**src/dns_reply_a_record_extractor_assert.svh**
```systemverilog
// ----------------------------------------------------------------------------
// dns reply a-record extractor assertion macros
// shared concurrent check forms for the extractor modules
// ----------------------------------------------------------------------------
`ifndef DNS_REPLY_A_RECORD_EXTRACTOR_ASSERT_SVH
`define DNS_REPLY_A_RECORD_EXTRACTOR_ASSERT_SVH

// same-cycle implication
`define DNSRAE_ASSERT_NOW(name, clk, rst_n, ante, cons) \
    name: assert property (@(posedge clk) disable iff (!rst_n) (ante) |-> (cons)) \
        else $error("dnsrae check failed");

// next-cycle implication
`define DNSRAE_ASSERT_NEXT(name, clk, rst_n, ante, cons) \
    name: assert property (@(posedge clk) disable iff (!rst_n) (ante) |=> (cons)) \
        else $error("dnsrae check failed");

`endif

```
**src/dnsrae_pkg.sv**
```systemverilog
// ----------------------------------------------------------------------------
// dnsrae_pkg
// types and constants shared by the dns reply a-record extractor
// ----------------------------------------------------------------------------
package dnsrae_pkg;

    localparam int MAX_FOUND      = 16;
    localparam int PACKET_BYTES   = 1500;
    localparam int HEADER_BYTES   = 12;
    localparam int QFIXED_BYTES   = 4;
    localparam int RR_FIXED_BYTES = 10;
    localparam int RCODE_NXDOMAIN = 3;
    localparam logic [7:0] PTR_MARK = 8'hC0;

    // header byte positions
    localparam int OFS_ID_HI      = 0;
    localparam int OFS_ID_LO      = 1;
    localparam int OFS_FLAGS_LO   = 3;
    localparam int OFS_ANCOUNT_HI = 6;
    localparam int OFS_ANCOUNT_LO = 7;

    // answer record fixed-part positions
    localparam int FX_TYPE_HI = 0;
    localparam int FX_TYPE_LO = 1;
    localparam int FX_LEN_HI  = 8;
    localparam int FX_LEN_LO  = 9;

    localparam int OFFSET_W = $clog2(PACKET_BYTES + 1);
    localparam int FOUND_W  = $clog2(MAX_FOUND + 1);
    localparam int COUNT_W  = 5;

    localparam int FIFO_DEPTH = 4;
    localparam int FIFO_PTR_W = $clog2(FIFO_DEPTH);
    localparam int FIFO_CNT_W = $clog2(FIFO_DEPTH + 1);

    typedef enum logic [3:0] {
        PH_HEADER,
        PH_QNAME,
        PH_QSKIP,
        PH_QPTR,
        PH_QFIXED,
        PH_ANAME,
        PH_ASKIP,
        PH_APTR,
        PH_AFIXED,
        PH_ADATA,
        PH_DONE
    } phase_t;

    typedef enum logic [2:0] {
        ST_OK,
        ST_NXDOMAIN,
        ST_SERVFAIL,
        ST_BAD_QUESTION,
        ST_SHORT,
        ST_ID_MISMATCH
    } status_t;

    typedef enum logic {
        KIND_ADDRESS,
        KIND_STATUS
    } kind_t;

    typedef struct packed {
        kind_t               kind;
        logic [31:0]         ipv4_address;
        status_t             status;
        logic [COUNT_W-1:0]  address_count;
        logic                end_of_run;
    } result_t;

    // results produced by one accepted byte
    typedef struct packed {
        logic                addr_push;
        logic                stat_push;
        logic [31:0]         addr;
        status_t             status;
        logic [FOUND_W-1:0]  count;
    } push_t;

endpackage

```
**src/dnsrae_in_if.sv**
```systemverilog
// ----------------------------------------------------------------------------
// dnsrae_in_if
// packet byte channel: one reply byte per transaction
// ----------------------------------------------------------------------------
interface dnsrae_in_if;

    logic        valid;
    logic        ready;
    logic [7:0]  data_byte;
    logic        last_byte;
    logic [15:0] query_id;

    modport source (output valid, output data_byte, output last_byte, output query_id,
                    input ready);
    modport sink (input valid, input data_byte, input last_byte, input query_id,
                  output ready);

endinterface

```
**src/dnsrae_out_if.sv**
```systemverilog
// ----------------------------------------------------------------------------
// dnsrae_out_if
// result channel: an address or an end-of-packet status per transaction
// ----------------------------------------------------------------------------
interface dnsrae_out_if;

    logic        valid;
    logic        ready;
    logic        kind;
    logic [31:0] ipv4_address;
    logic [2:0]  status;
    logic [4:0]  address_count;
    logic        end_of_run;

    modport source (output valid, output kind, output ipv4_address, output status,
                    output address_count, output end_of_run, input ready);
    modport sink (input valid, input kind, input ipv4_address, input status,
                  input address_count, input end_of_run, output ready);

endinterface

```
**src/dnsrae_parser.sv**
```systemverilog
// ----------------------------------------------------------------------------
// dnsrae_parser
// per-byte parse state: header check, name skipping, answer walk
// ----------------------------------------------------------------------------
`include "dns_reply_a_record_extractor_assert.svh"

module dnsrae_parser
(
    input  logic               clk,
    input  logic               rst_n,
    input  logic               accept,
    input  logic [7:0]         data_byte,
    input  logic               last_byte,
    input  logic [15:0]        query_id,
    output dnsrae_pkg::push_t  push
);
    import dnsrae_pkg::*;

    phase_t              phase_reg,     phase_next;
    logic [OFFSET_W-1:0] offset_reg,    offset_next;
    logic                id_match_reg,  id_match_next;
    logic [3:0]          rcode_reg,     rcode_next;
    logic [15:0]         an_total_reg,  an_total_next;
    logic [15:0]         an_seen_reg,   an_seen_next;
    logic [7:0]          label_rem_reg, label_rem_next;
    logic [3:0]          fixed_idx_reg, fixed_idx_next;
    logic [15:0]         rr_type_reg,   rr_type_next;
    logic [15:0]         rr_len_reg,    rr_len_next;
    logic [31:0]         shift_reg,     shift_next;
    logic [FOUND_W-1:0]  found_reg,     found_next;
    logic [7:0]          id_low_reg,    id_low_next;
    logic                is_addr_reg,   is_addr_next;

    logic                addr_hit;
    status_t             status_val;
    logic [3:0]          fixed_inc;

    always_comb
    begin
        phase_next     = phase_reg;
        offset_next    = offset_reg;
        id_match_next  = id_match_reg;
        rcode_next     = rcode_reg;
        an_total_next  = an_total_reg;
        an_seen_next   = an_seen_reg;
        label_rem_next = label_rem_reg;
        fixed_idx_next = fixed_idx_reg;
        rr_type_next   = rr_type_reg;
        rr_len_next    = rr_len_reg;
        shift_next     = shift_reg;
        found_next     = found_reg;
        id_low_next    = id_low_reg;
        is_addr_next   = is_addr_reg;
        addr_hit       = 1'b0;
        status_val     = ST_OK;
        fixed_inc      = fixed_idx_reg + 4'd1;

        // bytes beyond the packet limit are dropped but last_byte still counts
        if (offset_reg < OFFSET_W'(PACKET_BYTES))
        begin
            offset_next = offset_reg + OFFSET_W'(1);
            case (phase_reg)
                PH_HEADER:
                begin
                    if (offset_reg == OFFSET_W'(OFS_ID_HI))
                    begin
                        id_match_next = (data_byte == query_id[15:8]);
                        id_low_next   = query_id[7:0];
                    end
                    else if (offset_reg == OFFSET_W'(OFS_ID_LO))
                    begin
                        if (data_byte != id_low_reg)
                        begin
                            id_match_next = 1'b0;
                        end
                    end
                    else if (offset_reg == OFFSET_W'(OFS_FLAGS_LO))
                    begin
                        rcode_next = data_byte[3:0];
                    end
                    else if (offset_reg == OFFSET_W'(OFS_ANCOUNT_HI))
                    begin
                        an_total_next = {data_byte, 8'h00};
                    end
                    else if (offset_reg == OFFSET_W'(OFS_ANCOUNT_LO))
                    begin
                        an_total_next = {an_total_reg[15:8], data_byte};
                    end
                    else if (offset_reg == OFFSET_W'(HEADER_BYTES - 1))
                    begin
                        phase_next = (id_match_reg && rcode_reg == 4'd0) ? PH_QNAME : PH_DONE;
                    end
                end
                PH_QNAME, PH_ANAME:
                begin
                    if (data_byte == 8'h00)
                    begin
                        phase_next     = (phase_reg == PH_QNAME) ? PH_QFIXED : PH_AFIXED;
                        fixed_idx_next = 4'd0;
                    end
                    else if ((data_byte & PTR_MARK) == PTR_MARK)
                    begin
                        phase_next = (phase_reg == PH_QNAME) ? PH_QPTR : PH_APTR;
                    end
                    else
                    begin
                        label_rem_next = data_byte;
                        phase_next     = (phase_reg == PH_QNAME) ? PH_QSKIP : PH_ASKIP;
                    end
                end
                PH_QSKIP, PH_ASKIP:
                begin
                    label_rem_next = label_rem_reg - 8'd1;
                    if (label_rem_next == 8'd0)
                    begin
                        phase_next = (phase_reg == PH_QSKIP) ? PH_QNAME : PH_ANAME;
                    end
                end
                PH_QPTR, PH_APTR:
                begin
                    // second pointer byte ends the name
                    phase_next     = (phase_reg == PH_QPTR) ? PH_QFIXED : PH_AFIXED;
                    fixed_idx_next = 4'd0;
                end
                PH_QFIXED:
                begin
                    fixed_idx_next = fixed_inc;
                    if (fixed_inc >= 4'(QFIXED_BYTES))
                    begin
                        phase_next = (an_seen_reg < an_total_reg) ? PH_ANAME : PH_DONE;
                    end
                end
                PH_AFIXED:
                begin
                    if (fixed_idx_reg == 4'(FX_TYPE_HI))
                    begin
                        rr_type_next = {data_byte, 8'h00};
                    end
                    else if (fixed_idx_reg == 4'(FX_TYPE_LO))
                    begin
                        rr_type_next = {rr_type_reg[15:8], data_byte};
                    end
                    else if (fixed_idx_reg == 4'(FX_LEN_HI))
                    begin
                        rr_len_next = {data_byte, 8'h00};
                    end
                    else if (fixed_idx_reg == 4'(FX_LEN_LO))
                    begin
                        rr_len_next = {rr_len_reg[15:8], data_byte};
                    end
                    fixed_idx_next = fixed_inc;
                    if (fixed_inc >= 4'(RR_FIXED_BYTES))
                    begin
                        fixed_idx_next = 4'd0;
                        shift_next     = 32'd0;
                        is_addr_next   = (rr_type_next == 16'd1) && (rr_len_next == 16'd4);
                        if (rr_len_next == 16'd0)
                        begin
                            an_seen_next = an_seen_reg + 16'd1;
                            phase_next   = (an_seen_next < an_total_reg) ? PH_ANAME : PH_DONE;
                        end
                        else
                        begin
                            phase_next = PH_ADATA;
                        end
                    end
                end
                PH_ADATA:
                begin
                    shift_next  = {data_byte, shift_reg[31:8]};
                    rr_len_next = rr_len_reg - 16'd1;
                    if (rr_len_next == 16'd0)
                    begin
                        if (is_addr_reg && found_reg < FOUND_W'(MAX_FOUND))
                        begin
                            found_next = found_reg + FOUND_W'(1);
                            addr_hit   = 1'b1;
                        end
                        an_seen_next = an_seen_reg + 16'd1;
                        phase_next   = (an_seen_next < an_total_reg) ? PH_ANAME : PH_DONE;
                    end
                end
                default:
                begin
                end
            endcase
        end

        if (offset_next < OFFSET_W'(HEADER_BYTES))
        begin
            status_val = ST_SHORT;
        end
        else if (!id_match_next)
        begin
            status_val = ST_ID_MISMATCH;
        end
        else if (rcode_next == 4'(RCODE_NXDOMAIN))
        begin
            status_val = ST_NXDOMAIN;
        end
        else if (rcode_next != 4'd0)
        begin
            status_val = ST_SERVFAIL;
        end
        else if (phase_next inside {PH_QNAME, PH_QSKIP, PH_QPTR})
        begin
            status_val = ST_BAD_QUESTION;
        end

        push.addr_push = accept && addr_hit;
        push.stat_push = accept && last_byte;
        push.addr      = shift_next;
        push.status    = status_val;
        push.count     = found_next;

        // packet end: all per-packet state back to its start values
        if (last_byte)
        begin
            phase_next     = PH_HEADER;
            offset_next    = '0;
            id_match_next  = 1'b1;
            rcode_next     = 4'd0;
            an_total_next  = 16'd0;
            an_seen_next   = 16'd0;
            label_rem_next = 8'd0;
            fixed_idx_next = 4'd0;
            rr_type_next   = 16'd0;
            rr_len_next    = 16'd0;
            shift_next     = 32'd0;
            found_next     = '0;
            id_low_next    = 8'd0;
            is_addr_next   = 1'b0;
        end
    end

    always_ff @(posedge clk or negedge rst_n)
    begin
        if (!rst_n)
        begin
            phase_reg     <= PH_HEADER;
            offset_reg    <= '0;
            id_match_reg  <= 1'b1;
            rcode_reg     <= 4'd0;
            an_total_reg  <= 16'd0;
            an_seen_reg   <= 16'd0;
            label_rem_reg <= 8'd0;
            fixed_idx_reg <= 4'd0;
            rr_type_reg   <= 16'd0;
            rr_len_reg    <= 16'd0;
            shift_reg     <= 32'd0;
            found_reg     <= '0;
            id_low_reg    <= 8'd0;
            is_addr_reg   <= 1'b0;
        end
        else if (accept)
        begin
            phase_reg     <= phase_next;
            offset_reg    <= offset_next;
            id_match_reg  <= id_match_next;
            rcode_reg     <= rcode_next;
            an_total_reg  <= an_total_next;
            an_seen_reg   <= an_seen_next;
            label_rem_reg <= label_rem_next;
            fixed_idx_reg <= fixed_idx_next;
            rr_type_reg   <= rr_type_next;
            rr_len_reg    <= rr_len_next;
            shift_reg     <= shift_next;
            found_reg     <= found_next;
            id_low_reg    <= id_low_next;
            is_addr_reg   <= is_addr_next;
        end
    end

    `DNSRAE_ASSERT_NOW(a_addr_from_data, clk, rst_n, push.addr_push, phase_reg == PH_ADATA && is_addr_reg)
    `DNSRAE_ASSERT_NOW(a_found_cap, clk, rst_n, 1'b1, found_reg <= FOUND_W'(MAX_FOUND))
    `DNSRAE_ASSERT_NEXT(a_clear_on_last, clk, rst_n, push.stat_push, offset_reg == '0 && found_reg == '0 && phase_reg == PH_HEADER)

endmodule

```
**src/dnsrae_out_fifo.sv**
```systemverilog
// ----------------------------------------------------------------------------
// dnsrae_out_fifo
// result register queue: takes up to two results a cycle and, while res.ready is high, gives one
// ----------------------------------------------------------------------------
`include "dns_reply_a_record_extractor_assert.svh"

module dnsrae_out_fifo
(
    input  logic              clk,
    input  logic              rst_n,
    input  dnsrae_pkg::push_t push,
    output logic              room,
    dnsrae_out_if.source      res
);
    import dnsrae_pkg::*;

    result_t                entry_reg [FIFO_DEPTH];
    logic [FIFO_PTR_W-1:0]  wr_ptr_reg, wr_ptr_next;
    logic [FIFO_PTR_W-1:0]  rd_ptr_reg, rd_ptr_next;
    logic [FIFO_CNT_W-1:0]  count_reg,  count_next;
    logic [FIFO_PTR_W-1:0]  stat_slot;
    logic [FIFO_CNT_W-1:0]  push_n;
    logic                   pop;
    result_t                addr_entry;
    result_t                stat_entry;
    result_t                head;

    always_comb
    begin
        addr_entry.kind          = KIND_ADDRESS;
        addr_entry.ipv4_address  = push.addr;
        addr_entry.status        = ST_OK;
        addr_entry.address_count = '0;
        addr_entry.end_of_run    = 1'b0;

        stat_entry.kind          = KIND_STATUS;
        stat_entry.ipv4_address  = 32'd0;
        stat_entry.status        = push.status;
        stat_entry.address_count = COUNT_W'(push.count);
        stat_entry.end_of_run    = 1'b1;
    end

    // address goes ahead of the status when both come from one byte
    assign stat_slot   = push.addr_push ? wr_ptr_reg + FIFO_PTR_W'(1) : wr_ptr_reg;
    assign push_n      = FIFO_CNT_W'(push.addr_push) + FIFO_CNT_W'(push.stat_push);
    assign pop         = res.valid && res.ready;
    assign wr_ptr_next = wr_ptr_reg + FIFO_PTR_W'(push_n);
    assign rd_ptr_next = rd_ptr_reg + FIFO_PTR_W'(pop);
    assign count_next  = count_reg + push_n - FIFO_CNT_W'(pop);
    assign room        = count_reg <= FIFO_CNT_W'(FIFO_DEPTH - 2);

    always_ff @(posedge clk or negedge rst_n)
    begin
        if (!rst_n)
        begin
            wr_ptr_reg <= '0;
            rd_ptr_reg <= '0;
            count_reg  <= '0;
        end
        else
        begin
            wr_ptr_reg <= wr_ptr_next;
            rd_ptr_reg <= rd_ptr_next;
            count_reg  <= count_next;
        end
    end

    always_ff @(posedge clk)
    begin
        if (push.addr_push)
        begin
            entry_reg[wr_ptr_reg] <= addr_entry;
        end
        if (push.stat_push)
        begin
            entry_reg[stat_slot] <= stat_entry;
        end
    end

    assign head              = entry_reg[rd_ptr_reg];
    assign res.valid         = count_reg != '0;
    assign res.kind          = head.kind;
    assign res.ipv4_address  = head.ipv4_address;
    assign res.status        = head.status;
    assign res.address_count = head.address_count;
    assign res.end_of_run    = head.end_of_run;

    `DNSRAE_ASSERT_NOW(a_push_has_room, clk, rst_n, push.addr_push || push.stat_push, count_reg <= FIFO_CNT_W'(FIFO_DEPTH - 2))
    `DNSRAE_ASSERT_NOW(a_count_range, clk, rst_n, 1'b1, count_reg <= FIFO_CNT_W'(FIFO_DEPTH))
    `DNSRAE_ASSERT_NEXT(a_pop_only, clk, rst_n, pop && !push.addr_push && !push.stat_push, count_reg == $past(count_reg) - FIFO_CNT_W'(1))

endmodule

```
**src/dns_reply_a_record_extractor.sv**
```systemverilog
// ----------------------------------------------------------------------------
// dns_reply_a_record_extractor
// streams a dns reply byte by byte and returns its a-record addresses
// followed by an end-of-packet status
// ----------------------------------------------------------------------------
//  channel  dir  payload                                                 per transaction
//  pkt      in   data_byte, last_byte, query_id                          one reply byte
//  res      out  kind, ipv4_address, status, address_count, end_of_run   one result
//
//  one byte per cycle while the queue has room; each byte is parsed in the cycle it is taken
//  a result is in the queue from the cycle after the byte that caused it
//  a final byte that also completes an address gives two results, drained
//  one per cycle while res.ready is high from a four-entry result queue
//  pkt.ready drops only while the queue holds more than two results
//  reset is asynchronous and leaves the parser at the start of a packet
// ----------------------------------------------------------------------------
module dns_reply_a_record_extractor
(
    input  logic          clk,
    input  logic          rst_n,
    dnsrae_in_if.sink     pkt,
    dnsrae_out_if.source  res
);
    import dnsrae_pkg::*;

    push_t push;
    logic  room;
    logic  accept;

    assign pkt.ready = room;
    assign accept    = pkt.valid && room;

    dnsrae_parser u_parser
    (
        .clk       (clk),
        .rst_n     (rst_n),
        .accept    (accept),
        .data_byte (pkt.data_byte),
        .last_byte (pkt.last_byte),
        .query_id  (pkt.query_id),
        .push      (push)
    );

    dnsrae_out_fifo u_out_fifo
    (
        .clk   (clk),
        .rst_n (rst_n),
        .push  (push),
        .room  (room),
        .res   (res)
    );

endmodule
```
**src/flat_wrapper.sv**
```systemverilog
// flat-port wrapper written by rule: the top's interface ports become plain ports
module dns_reply_a_record_extractor_flat import dnsrae_pkg::*;
  (clk, rst_n, pkt_valid, pkt_data_byte, pkt_last_byte, pkt_query_id, pkt_ready, res_valid, res_kind, res_ipv4_address, res_status, res_address_count, res_end_of_run, res_ready);
  dnsrae_in_if pkt_i ();
  dnsrae_out_if res_i ();
  input  logic clk;
  input  logic rst_n;
  input wire logic [$bits(pkt_i.valid)-1:0] pkt_valid;
  input wire logic [$bits(pkt_i.data_byte)-1:0] pkt_data_byte;
  input wire logic [$bits(pkt_i.last_byte)-1:0] pkt_last_byte;
  input wire logic [$bits(pkt_i.query_id)-1:0] pkt_query_id;
  output wire logic [$bits(pkt_i.ready)-1:0] pkt_ready;
  output wire logic [$bits(res_i.valid)-1:0] res_valid;
  output wire logic [$bits(res_i.kind)-1:0] res_kind;
  output wire logic [$bits(res_i.ipv4_address)-1:0] res_ipv4_address;
  output wire logic [$bits(res_i.status)-1:0] res_status;
  output wire logic [$bits(res_i.address_count)-1:0] res_address_count;
  output wire logic [$bits(res_i.end_of_run)-1:0] res_end_of_run;
  input wire logic [$bits(res_i.ready)-1:0] res_ready;
  assign pkt_i.valid = pkt_valid;
  assign pkt_i.data_byte = pkt_data_byte;
  assign pkt_i.last_byte = pkt_last_byte;
  assign pkt_i.query_id = pkt_query_id;
  assign pkt_ready = pkt_i.ready;
  assign res_valid = res_i.valid;
  assign res_kind = res_i.kind;
  assign res_ipv4_address = res_i.ipv4_address;
  assign res_status = res_i.status;
  assign res_address_count = res_i.address_count;
  assign res_end_of_run = res_i.end_of_run;
  assign res_i.ready = res_ready;
  dns_reply_a_record_extractor u_core (.clk(clk), .rst_n(rst_n), .pkt(pkt_i), .res(res_i));
endmodule
```
**config.mk**
```make
export PLATFORM = sky130hd
export DESIGN_NAME = dns_reply_a_record_extractor_flat
export DESIGN_NICKNAME = d
export VERILOG_FILES = /design/src/dnsrae_pkg.sv /design/src/dnsrae_in_if.sv /design/src/dnsrae_out_if.sv /design/src/dnsrae_parser.sv /design/src/dnsrae_out_fifo.sv /design/src/dns_reply_a_record_extractor.sv /design/src/flat_wrapper.sv
export VERILOG_INCLUDE_DIRS = /design/src /design/src/src
export SDC_FILE = /design/constraint.sdc
export NUM_CORES = 1
export LEC_CHECK = 0
export BUFFER_PORTS_ARGS = -buffer_cell sky130_fd_sc_hd__clkbuf_2
export CAP_MARGIN = 40
export CORE_MARGIN = 1
export CORE_UTILIZATION = 39
export CTS_CLUSTER_DIAMETER = 200
export CTS_CLUSTER_SIZE = 10
export DETAILED_ROUTE_END_ITERATION = 8
export GPL_ROUTABILITY_DRIVEN = 0
export PLACE_DENSITY_LB_ADDON = 0.05
export SLEW_MARGIN = 0
export SYNTH_ARGS = -nofsm -noshare
export SYNTH_HDL_FRONTEND = slang
export SYNTH_HIERARCHICAL = 1
export SYNTH_SLANG_ARGS = --single-unit
```
**constraint.sdc**
```tcl
create_clock -name clk -period 4.2 [get_ports clk]
set_input_delay 0.84 -clock clk [delete_from_list [all_inputs] [get_ports clk]]
set_output_delay 0.84 -clock clk [all_outputs]
set_load 0.02 [all_outputs]
```
==> impl_metrics.py, run 1 <==
metrics = {
    "outcome": {
        "outcome": "finished clean",
    },
    "timing": {
        "maxSlewHeadroom": 0.4392,
        "slew_viol_final": 0,
        "hold_viol": 0,
        "finalCritPeriodShare": 0.9461,
        "finClkSkew_ps": 22.62,
        "setup_violations": 0,
        "tightest_slew_ps": 841.2,
        "max_freq_mhz": 251.7,
        "setup_ws_ps": 226.3,
        "finalCriticalPeriod_ps": 3974,
        "tns_ps": 0,
    },
    "power_and_ir_drop": {
        "comb_power_share": 0.323,
        "p_int_mw": 5.886,
        "seqPwrFrac": 0.371,
        "p_leak_nw": 8.084,
        "swShare": 0.3783,
        "power_frac_clock": 0.306,
        "power.switching_mw": 3.582,
        "power_density_mw_per_mm2": 465.6,
        "vdd_drop_max_mv": 0.3757,
        "finalPower_mw": 9.468,
    },
    "final_layout": {
        "nNetsFinal": 1934,
        "diodes": 0,
        "drive_gt1_frac": 0.2281,
        "area_growth_syn_to_layout_pct": 11.54,
        "regArea_mm2": 0.007337,
        "multiInputGateArea_mm2": 0.009967,
        "largest_reg_flops": 164,
        "final.fill_count": 4367,
    },
    "critical_path": {
        "critPathMostFrequentCell": "and3_1",
        "worstSetupStartpoint": "u_core/u_parser/an_seen_reg[4]$_DFFE_PN0P_",
        "path_delay_family": "compound AO/OA/AOI/OAI gates",
        "slowest_stage": "dfrtp_1",
        "arrival_ps": 4390,
        "crit_path_end_kind": "register",
        "path_cells": "and3_1 > and3_1 > and3_1 > and3_2 > and3_1 > xor2_2 > ha_1 > nand4_1 > nor3_2 > a221oi_1 > o211ai_1 > buf_4 > a311oi_2 > nor4_2 > o211a_1 > o31ai_1 > buf_4 > o21a_1",
        "crit_required_ps": 4610,
        "crit_buf_inv": 2,
        "max_stage_delay_ps": 410,
        "startpoint_type": "register",
        "worst-setup-path-type": "register to register",
        "crit_fanout": 4,
        "r2r_start": "u_core/u_parser/an_seen_reg[4]$_DFFE_PN0P_",
    },
    "logic_synthesis": {
        "postSynthAreaPerCell_um2": 9.902,
        "ys_warn_count": 6,
        "yosysUniqueCellTypes": 93,
        "syn_inst": 1841,
        "synth_seq_cells": 313,
        "synth_nets": 1923,
        "synth-edff-count": 32,
        "seq_area_frac_synth": 0.4023,
        "synth_top_area_frac": 0.2032,
        "synth_top_area_cell": "dfrtp_1",
        "synth_flop_cell": "dfrtp_1",
        "synthArstFlopShare": 0.4760,
        "synthTopCellsByArea": "dfrtp_1, dfxtp_1, a21bo_2, edfxtp_1, a22o_1",
        "netlist_area_mm2": 0.01823,
    },
    "placement": {
        "place_ws_ps": 70.44,
        "place_hpwl_um": 36140,
        "portBuffers": 72,
    },
    "floorplan": {
        "core_mm2": 0.04577,
        "die_area_mm2": 0.04761,
        "die_x_um": 218.2,
        "initial_core_util": 0.3983,
        "ioPinCount": 73,
        "rows": 78,
        "fp.dieH_um": 218.2,
    },
    "cts": {
        "insertion_delay_ps": 550,
        "cts_inserted_buffers": 37,
        "ctsHtreeMaxLevel": 2,
        "cts.sinks": 313,
        "root_buffer": "clkbuf_16",
        "cts_hold_buf": 0,
        "clock_path_buffers": 3,
        "clk_pin_slew_ps": 60,
        "cts_tree": "yes",
    },
    "global_routing": {
        "grt_pass1_vias": 14650,
        "grt_max_degree": 177,
        "grt_use_total": 0.2421,
        "grt_pass1_wl_um": 89560,
        "antenna_found_initial": 0,
        "overflow": 0,
    },
    "routing": {
        "drc_errors": 0,
        "routed_via_density": 6.035,
        "num_vias": 14920,
        "drtIter0Drc": 1140,
        "ant_nets": 0,
        "wl_um": 57660,
        "wire_per_inst_um": 23.33,
        "drt_pre_antenna_iters": 5,
    },
    "run": {
        "cap_viol_max_count": 0,
    },
    "worst_hold_path": {
        "hp-class": "primary input to async pin",
    },
}
## area by class of cell
class,instances,share of cell area
inverters,46,0.008491
well taps,600,0.03692
clock inverters,1,0.0004307
repair buffers,153,0.05378
multi-input cells,1301,0.4902
clock buffers,58,0.04941
flip-flops and latches,313,0.3608
## what timing repair did
item / 4_1_cts / 5_1_grt
setup endpoints to repair: 0 / 141
setup buffers: 0 / 1
resized for setup: 0 / 14
## routing by layer
layer  vias to the layer above  part of all wire  wire length [um]  track usage
met5                         -                 0                 0            0
met1                      7496              0.45             25920       0.3256
met4                         0             0.026              1492      0.07879
met2                       347              0.49             28150       0.4058
met3                        88             0.036              2098      0.02491
li1                       6987                 -                 -            -
## path summary, 6_finish.rpt
kind | endpoint | slack, ps | cells past startpoint
hold reg to reg | u_core/u_out_fifo/entry_reg[1][0]$_SDFFE_PP1P_ | 460 | 1
min in group clk | u_core/u_out_fifo/entry_reg[1][0]$_SDFFE_PP1P_ | 460 | 1
setup reg to reg | u_core/u_out_fifo/entry_reg[0][6]$_DFFE_PP_ | 230 | 18
setup / recovery | u_core/u_out_fifo/entry_reg[0][6]$_DFFE_PP_ | 230 | 18
max in group asynchronous | u_core/u_parser/shift_reg[30]$_DFFE_PN0P_ | 3050 | 2
hold / removal | u_core/u_parser/rr_len_reg[1]$_DFFE_PN0P_ | 190 | 1
## power groups by stage
stage | Combinational (mW) | Clock (mW) | Sequential, mW
2_1_floorplan | 2.07 | 0 | 3.43
3_3_place_gp | 3.03 | 0 | 3.57
3_5_place_dp | 3.04 | 0 | 3.57
4_1_cts | 3.06 | 3.00 | 3.52
5_1_grt | 3.32 | 3.12 | 3.55
6_report | 3.05 | 2.90 | 3.52
## placed cells by master, fill, tap and decap left out, types with 11 or more instances in the layout
cell	count
a211oi_1	117
a211oi_2	18
a21bo_2	128
a21oi_1	38
a22o_1	107
a31oi_1	13
and3_1	22
buf_4	70
clkbuf_1	21
clkbuf_16	38
clkbuf_2	71
dfrtp_1	145
dfxtp_1	132
edfxtp_1	32
ha_1	48
inv_1	45
mux4_2	41
nand2_1	117
nand3_1	155
nand4_1	11
nor2_1	75
nor3_1	24
nor4_1	14
o21a_1	38
o21ai_0	99
xnor2_1	23
xor2_1	20
## per-stage QoR
step / util / cell area (um2) / cells / hold WS [ps]
CTS: 0.4419 / 20230 / 2470 / 197.3
finish: 0.4443 / 20330 / 2472 / 194.2
detailed placement: 0.4198 / 19210 / 2411 / 444.4
global placement: 0.4193 / 19190 / 2409 / 442.2
floorplan: - / 18230 / 1841 / 429.9
global route: 0.4443 / 20330 / 2472 / 221.0
## cell families after synthesis
| kind of cell | synth area share |
|---|---|
| and+or+nand+nor | 0.1421 |
| buffers and inverters | 0.05724 |
| DFF | 0.4023 |
| xor gates and xnor gates | 0.02162 |
| muxes | 0.05745 |
| adders and majority gates | 0.03679 |
| AOI/OAI and AO/OA | 0.2825 |
## synthesized netlist by cell type (22+ instances only)
master / number
xor2_1: 22
nand2_1: 117
buf_2: 58
a21oi_1: 38
ha_1: 52
clkbuf_1: 99
inv_1: 45
dfrtp_1: 148
o21a_1: 38
and3_1: 23
nor3_1: 25
mux4_2: 41
xnor2_1: 23
edfxtp_1: 32
nor2_1: 78
dfxtp_1: 132
a211oi_1: 117
nand3_1: 155
a21bo_2: 128
o21ai_0: 99
a22o_1: 107
(Power assumes the default switching activity.)
==> inputs of run 2 (changes only) <==
CORE_ASPECT_RATIO = 1.75   (was not set)
==> impl_metrics.py, run 2 (synthesis gave the netlist of run 1 again) <==
metrics = {
    "routing": {
        "ant_nets": 0,
        "drt_pre_antenna_iters": 7,
        "wire_per_inst_um": 24.18,
        "routed_via_density": 6.098,
        "drtIter0Drc": 990,
        "drc_errors": 16,
        "wl_um": 59210,
        "num_vias": 14940,
    },
    "floorplan": {
        "rows": 104,
        "fp.dieH_um": 288.0,
        "die_x_um": 165.4,
        "die_area_mm2": 0.04765,
        "core_mm2": 0.04606,
        "initial_core_util": 0.3958,
        "ioPinCount": 73,
    },
    "final_layout": {
        "most-common-layout-cells": "nand3_1, dfrtp_1, dfxtp_1, a21bo_2",
        "utilization": 0.4399,
        "drive_gt1_frac": 0.2240,
        "final.fill_count": 4486,
        "largest_reg_flops": 164,
        "nNetsFinal": 1926,
        "diodes": 0,
        "layout_commonest_cell": "nand3_1",
        "stdcell_area_mm2": 0.02026,
        "area_growth_syn_to_layout_pct": 11.16,
    },
    "global_routing": {
        "overflow": 0,
        "met1_usage": 0.2904,
        "grt_pass1_wl_um": 90780,
        "grt_use_total": 0.2509,
        "use_met2": 0.4679,
        "grt_use_met3": 0.02420,
        "busiest_layer": "met2",
        "grt_pass1_vias": 14700,
        "antenna_found_initial": 0,
        "grt_max_degree": 153,
    },
    "timing": {
        "tns_ps": 0,
        "setup_violations": 0,
        "finClkSkew_ps": 23.15,
        "maxSlewHeadroom": 0.4287,
        "finalCritPeriodShare": 0.9428,
        "whs_ps": 160.8,
        "finalCriticalPeriod_ps": 3960,
        "max_freq_mhz": 252.5,
        "tightest_slew_ps": 851.2,
        "hold_viol": 0,
        "slew_viol_final": 0,
    },
    "cts": {
        "cts_hold_buf": 0,
        "clock_path_buffers": 3,
        "cts_inserted_buffers": 37,
        "clk_pin_slew_ps": 60,
        "cts.sinks": 313,
        "root_buffer": "clkbuf_16",
        "cts_tree": "yes",
        "cts_setup_buffers": 0,
        "ctsHtreeMaxLevel": 2,
        "insertion_delay_ps": 540,
    },
    "critical_path": {
        "crit_required_ps": 4590,
        "r2r_end": "u_core/u_out_fifo/entry_reg[1][6]$_DFFE_PP_",
        "path_cells": "and3_1 > and3_1 > and3_1 > and3_1 > and3_1 > xor2_2 > ha_1 > nand4_1 > nor3_2 > a221oi_2 > o211ai_1 > buf_4 > a311oi_1 > nor4_2 > o211a_1 > o31ai_2 > buf_4 > o21a_1",
        "rrSetupSlack_ps": 240,
        "crit_fanout": 4,
        "worst-setup-path-type": "register to register",
        "r2r_start": "u_core/u_parser/an_seen_reg[4]$_DFFE_PN0P_",
        "startpoint_type": "register",
        "max_stage_delay_ps": 400,
        "slowest_stage": "dfrtp_1",
        "crit_path_end_kind": "register",
        "arrival_ps": 4350,
        "reg2reg_depth": 18,
        "critPathMostFrequentCell": "and3_1",
    },
    "placement": {
        "place_hpwl_um": 38910,
        "dpl-instance-area_mm2": 0.01919,
        "portBuffers": 72,
    },
    "power_and_ir_drop": {
        "p_leak_nw": 8.063,
        "power_density_mw_per_mm2": 467.8,
        "vdd_drop_max_mv": 0.2592,
        "finalPower_mw": 9.479,
    },
    "outcome": {
        "outcome": "finished with violations",
        "failed_checks": "design-rule violations",
    },
    "worst_hold_path": {
        "hp-class": "primary input to async pin",
    },
    "run": {
        "cap_viol_max_count": 0,
    },
}
run 2: per-stage QoR:
stage               setup WS [ps]  cells
global placement            117.1   2387
detailed placement          80.77   2388
finish                      240.2   2449
CTS                         133.7   2449
global route               -32.65   2449
floorplan                   390.6   1841
run 2: per-layer routing:
metal | vias up | routed length [um]
met4 | 0 | 2065
met5 | - | 0
met2 | 349 | 31890
met3 | 105 | 1948
met1 | 7511 | 23310
li1 | 6970 | -
run 2: what timing repair did:
| item | 4_1_cts | 5_1_grt |
|---|---|---|
| hold endpoints to repair | 0 | 0 |
| resized for setup | 0 | 7 |
| setup endpoints to repair | 0 | 9 |
run 2: layout make-up:
type | instances | area (um2) | share of cell area
clock buffer | 58 | 1005 | 0.04958
clock inverter | 3 | 26.28 | 0.001297
inverter | 46 | 172.7 | 0.008521
multi-input combinational | 1301 | 9961 | 0.4915
sequential | 313 | 7336 | 0.3620
tap | 583 | 729.5 | 0.03600
timing repair buffer | 145 | 1035 | 0.05106
run 2: worst max path at each step:
stage	from	end
5_1_grt	u_core/u_parser/an_seen_reg[4]$_DFFE_PN0P_	u_core/u_out_fifo/entry_reg[1][6]$_DFFE_PP_
4_1_cts	u_core/u_parser/an_seen_reg[4]$_DFFE_PN0P_	u_core/u_out_fifo/entry_reg[0][7]$_DFFE_PP_
3_5_place_dp	pkt_data_byte[5]	u_core/u_out_fifo/entry_reg[0][7]$_DFFE_PP_
2_1_floorplan	u_core/u_parser/an_seen_reg[2]$_DFFE_PN0P_	u_core/u_out_fifo/entry_reg[0][6]$_DFFE_PP_
6_report	u_core/u_parser/an_seen_reg[4]$_DFFE_PN0P_	u_core/u_out_fifo/entry_reg[1][6]$_DFFE_PP_
3_3_place_gp	pkt_data_byte[5]	u_core/u_out_fifo/entry_reg[0][7]$_DFFE_PP_
run 2: where the power goes:
group / internal (mW) / switching [mW]
sequential: 3.25 / 0.284
clock: 1.64 / 1.28
combinational: 0.996 / 2.03
total: 5.88 / 3.60
run 2: critical path: cells and delay by family (launching register included):
kind | cells | cell delay [ps]
buf+inv | 2 | 340
xor+xnor | 1 | 180
compound gates | 6 | 1270
fa+ha+maj | 1 | 280
simple gates | 8 | 1330
flops | 1 | 400
==> inputs of run 3 (changes only) <==
==> constraint.sdc (replaced) <==
create_clock -name clk -period 4.2 [get_ports clk]
set_input_delay 0.42 -clock clk [delete_from_list [all_inputs] [get_ports clk]]
set_output_delay 0.42 -clock clk [all_outputs]
set_load 0.02 [all_outputs]
==> impl_metrics.py, run 3 (synthesis gave the netlist of run 1 again) <==
metrics = {
    "critical_path": {
        "crit_path_end_kind": "register",
        "arrival_ps": 4340,
        "slowest_stage": "dfrtp_1",
        "max_stage_delay_ps": 380,
        "worst-setup-path-type": "register to register",
        "critPathMostFrequentCell": "and3_1",
        "startpoint_type": "register",
        "path_cells": "and3_4 > and3_1 > and3_1 > and3_2 > and3_1 > xor2_2 > ha_1 > nand4_1 > nor3_2 > a221oi_1 > o211ai_1 > buf_4 > a311oi_2 > nor4_2 > o211a_1 > o31ai_1 > buf_4 > o21a_1",
        "crit_required_ps": 4600,
        "crit_fanout": 4,
        "rrSetupSlack_ps": 260,
    },
    "routing": {
        "num_vias": 14850,
        "ant_nets": 0,
        "drtIter0Drc": 978,
        "drt_pre_antenna_iters": 7,
        "wire_per_inst_um": 23.96,
        "routed_via_density": 6.063,
        "drc_errors": 16,
        "wl_um": 58670,
    },
    "power_and_ir_drop": {
        "vdd_drop_max_mv": 0.3633,
        "p_leak_nw": 8.053,
        "power_density_mw_per_mm2": 470.3,
    },
    "timing": {
        "finalCriticalPeriod_ps": 3944,
        "setup_ws_ps": 256.1,
        "rsz0062_at_grt": "no",
        "hold_viol": 0,
        "max_freq_mhz": 253.6,
        "setup_violations": 0,
        "slew_viol_final": 0,
        "maxSlewHeadroom": 0.4416,
        "finalCritPeriodShare": 0.9390,
        "finClkSkew_ps": 20.54,
        "tns_ps": 0,
        "tightest_slew_ps": 832.0,
    },
    "cts": {
        "cts.sinks": 313,
        "cts_tree": "yes",
        "root_buffer": "clkbuf_16",
        "cts_inserted_buffers": 37,
        "clk_pin_slew_ps": 60,
        "ctsHtreeMaxLevel": 2,
        "insertion_delay_ps": 540,
        "clock_path_buffers": 3,
    },
    "floorplan": {
        "fp.dieH_um": 288.0,
        "die_area_mm2": 0.04765,
        "rows": 104,
        "core_mm2": 0.04606,
        "die_x_um": 165.4,
        "ioPinCount": 73,
        "initial_core_util": 0.3958,
    },
    "final_layout": {
        "most-common-layout-cells": "nand3_1, dfrtp_1, dfxtp_1, a21bo_2",
        "drive_gt1_frac": 0.2251,
        "nNetsFinal": 1926,
        "multiInputGateArea_mm2": 0.009958,
        "final.fill_count": 4506,
        "largest_reg_flops": 164,
        "diodes": 0,
        "utilization": 0.4396,
        "layout_commonest_cell": "nand3_1",
        "area_growth_syn_to_layout_pct": 11.09,
        "regArea_mm2": 0.007337,
    },
    "global_routing": {
        "grt_max_degree": 161,
        "grt_use_total": 0.2517,
        "overflow": 0,
        "grt_pass1_wl_um": 91700,
        "antenna_found_initial": 0,
        "grt_pass1_vias": 15170,
    },
    "outcome": {
        "outcome": "finished with violations",
        "failed_checks": "design-rule violations",
    },
    "run": {
        "cap_viol_max_count": 0,
    },
    "placement": {
        "portBuffers": 72,
        "place_hpwl_um": 38690,
        "place_ws_ps": 142.7,
    },
    "worst_hold_path": {
        "hp-class": "primary input to register",
    },
}
## run 3: timing repair
| item | 4_1_cts | 5_1_grt |
|---|---|---|
| buffers inserted | 0 | 1 |
| endpoints found under the setup margin | 0 | 8 |
| endpoints found under the hold margin | 61 | 0 |
| hold buffers | 1 | 0 |
| resized for setup | 0 | 9 |
## run 3: final cells by class
| cell class | instances | area share |
|---|---|---|
| multi-input cells | 1301 | 0.4917 |
| flip-flops and latches | 313 | 0.3623 |
| clock buffers | 59 | 0.05085 |
| repair buffers | 145 | 0.04936 |
| well taps | 583 | 0.03602 |
| inverters | 46 | 0.008526 |
| clock inverters | 2 | 0.001236 |
## run 3: power by group
part           switching [mW]  internal (mW)  total, mW  leakage, nW
Combinational            2.02          0.983       3.00         4.15
Clock                    1.30           1.68       2.97        0.505
Sequential              0.299           3.25       3.55         3.39
## run 3: routing by layer
metal | vias to the layer above | track usage | routed length [um]
li1 | 6950 | - | -
met1 | 7458 | 0.2946 | 23280
met2 | 338 | 0.4672 | 31460
met3 | 102 | 0.02219 | 1817
met4 | 0 | 0.09341 | 2116
met5 | - | 0 | 0
## run 3: metrics by stage
step           instance area (um2)  hold slack, ps  power, mW  instances
6_report                     20250           105.8      9.525       2449
3_5_place_dp                 19130           438.7      6.613       2386
2_1_floorplan                18230           124.4      5.505       1841
5_1_grt                      20250           96.94      10.02       2449
4_1_cts                      20200           83.16      9.645       2448
3_3_place_gp                 19120           443.3      6.582       2385
## run 3: path summary, 6_finish.rpt
| path | from | end | cells after the start |
|---|---|---|---|
| max in group asynchronous | rst_n | u_core/u_parser/an_seen_reg[0]$_DFFE_PN0P_ | 3 |
| min in group asynchronous | rst_n | u_core/u_parser/rr_len_reg[3]$_DFFE_PN0P_ | 2 |
| max reg2reg | u_core/u_parser/an_seen_reg[2]$_DFFE_PN0P_ | u_core/u_out_fifo/entry_reg[2][6]$_DFFE_PP_ | 18 |
| min reg2reg | u_core/u_out_fifo/entry_reg[1][0]$_SDFFE_PP1P_ | u_core/u_out_fifo/entry_reg[1][0]$_SDFFE_PP1P_ | 1 |
| min | pkt_query_id[0] | u_core/u_parser/id_low_reg[0]$_DFFE_PN0P_ | 2 |
| max | u_core/u_parser/an_seen_reg[2]$_DFFE_PN0P_ | u_core/u_out_fifo/entry_reg[2][6]$_DFFE_PP_ | 18 |
## run 3: critical path: cells and delay by family, from the launching register on
family / cells / cell delay, ps
DFF: 1 / 380
adders and majority gates: 1 / 300
buffers and inverters: 2 / 350
xor gates and xnor gates: 1 / 160
and+or+nand+nor: 8 / 1280
AOI/OAI and AO/OA: 6 / 1320
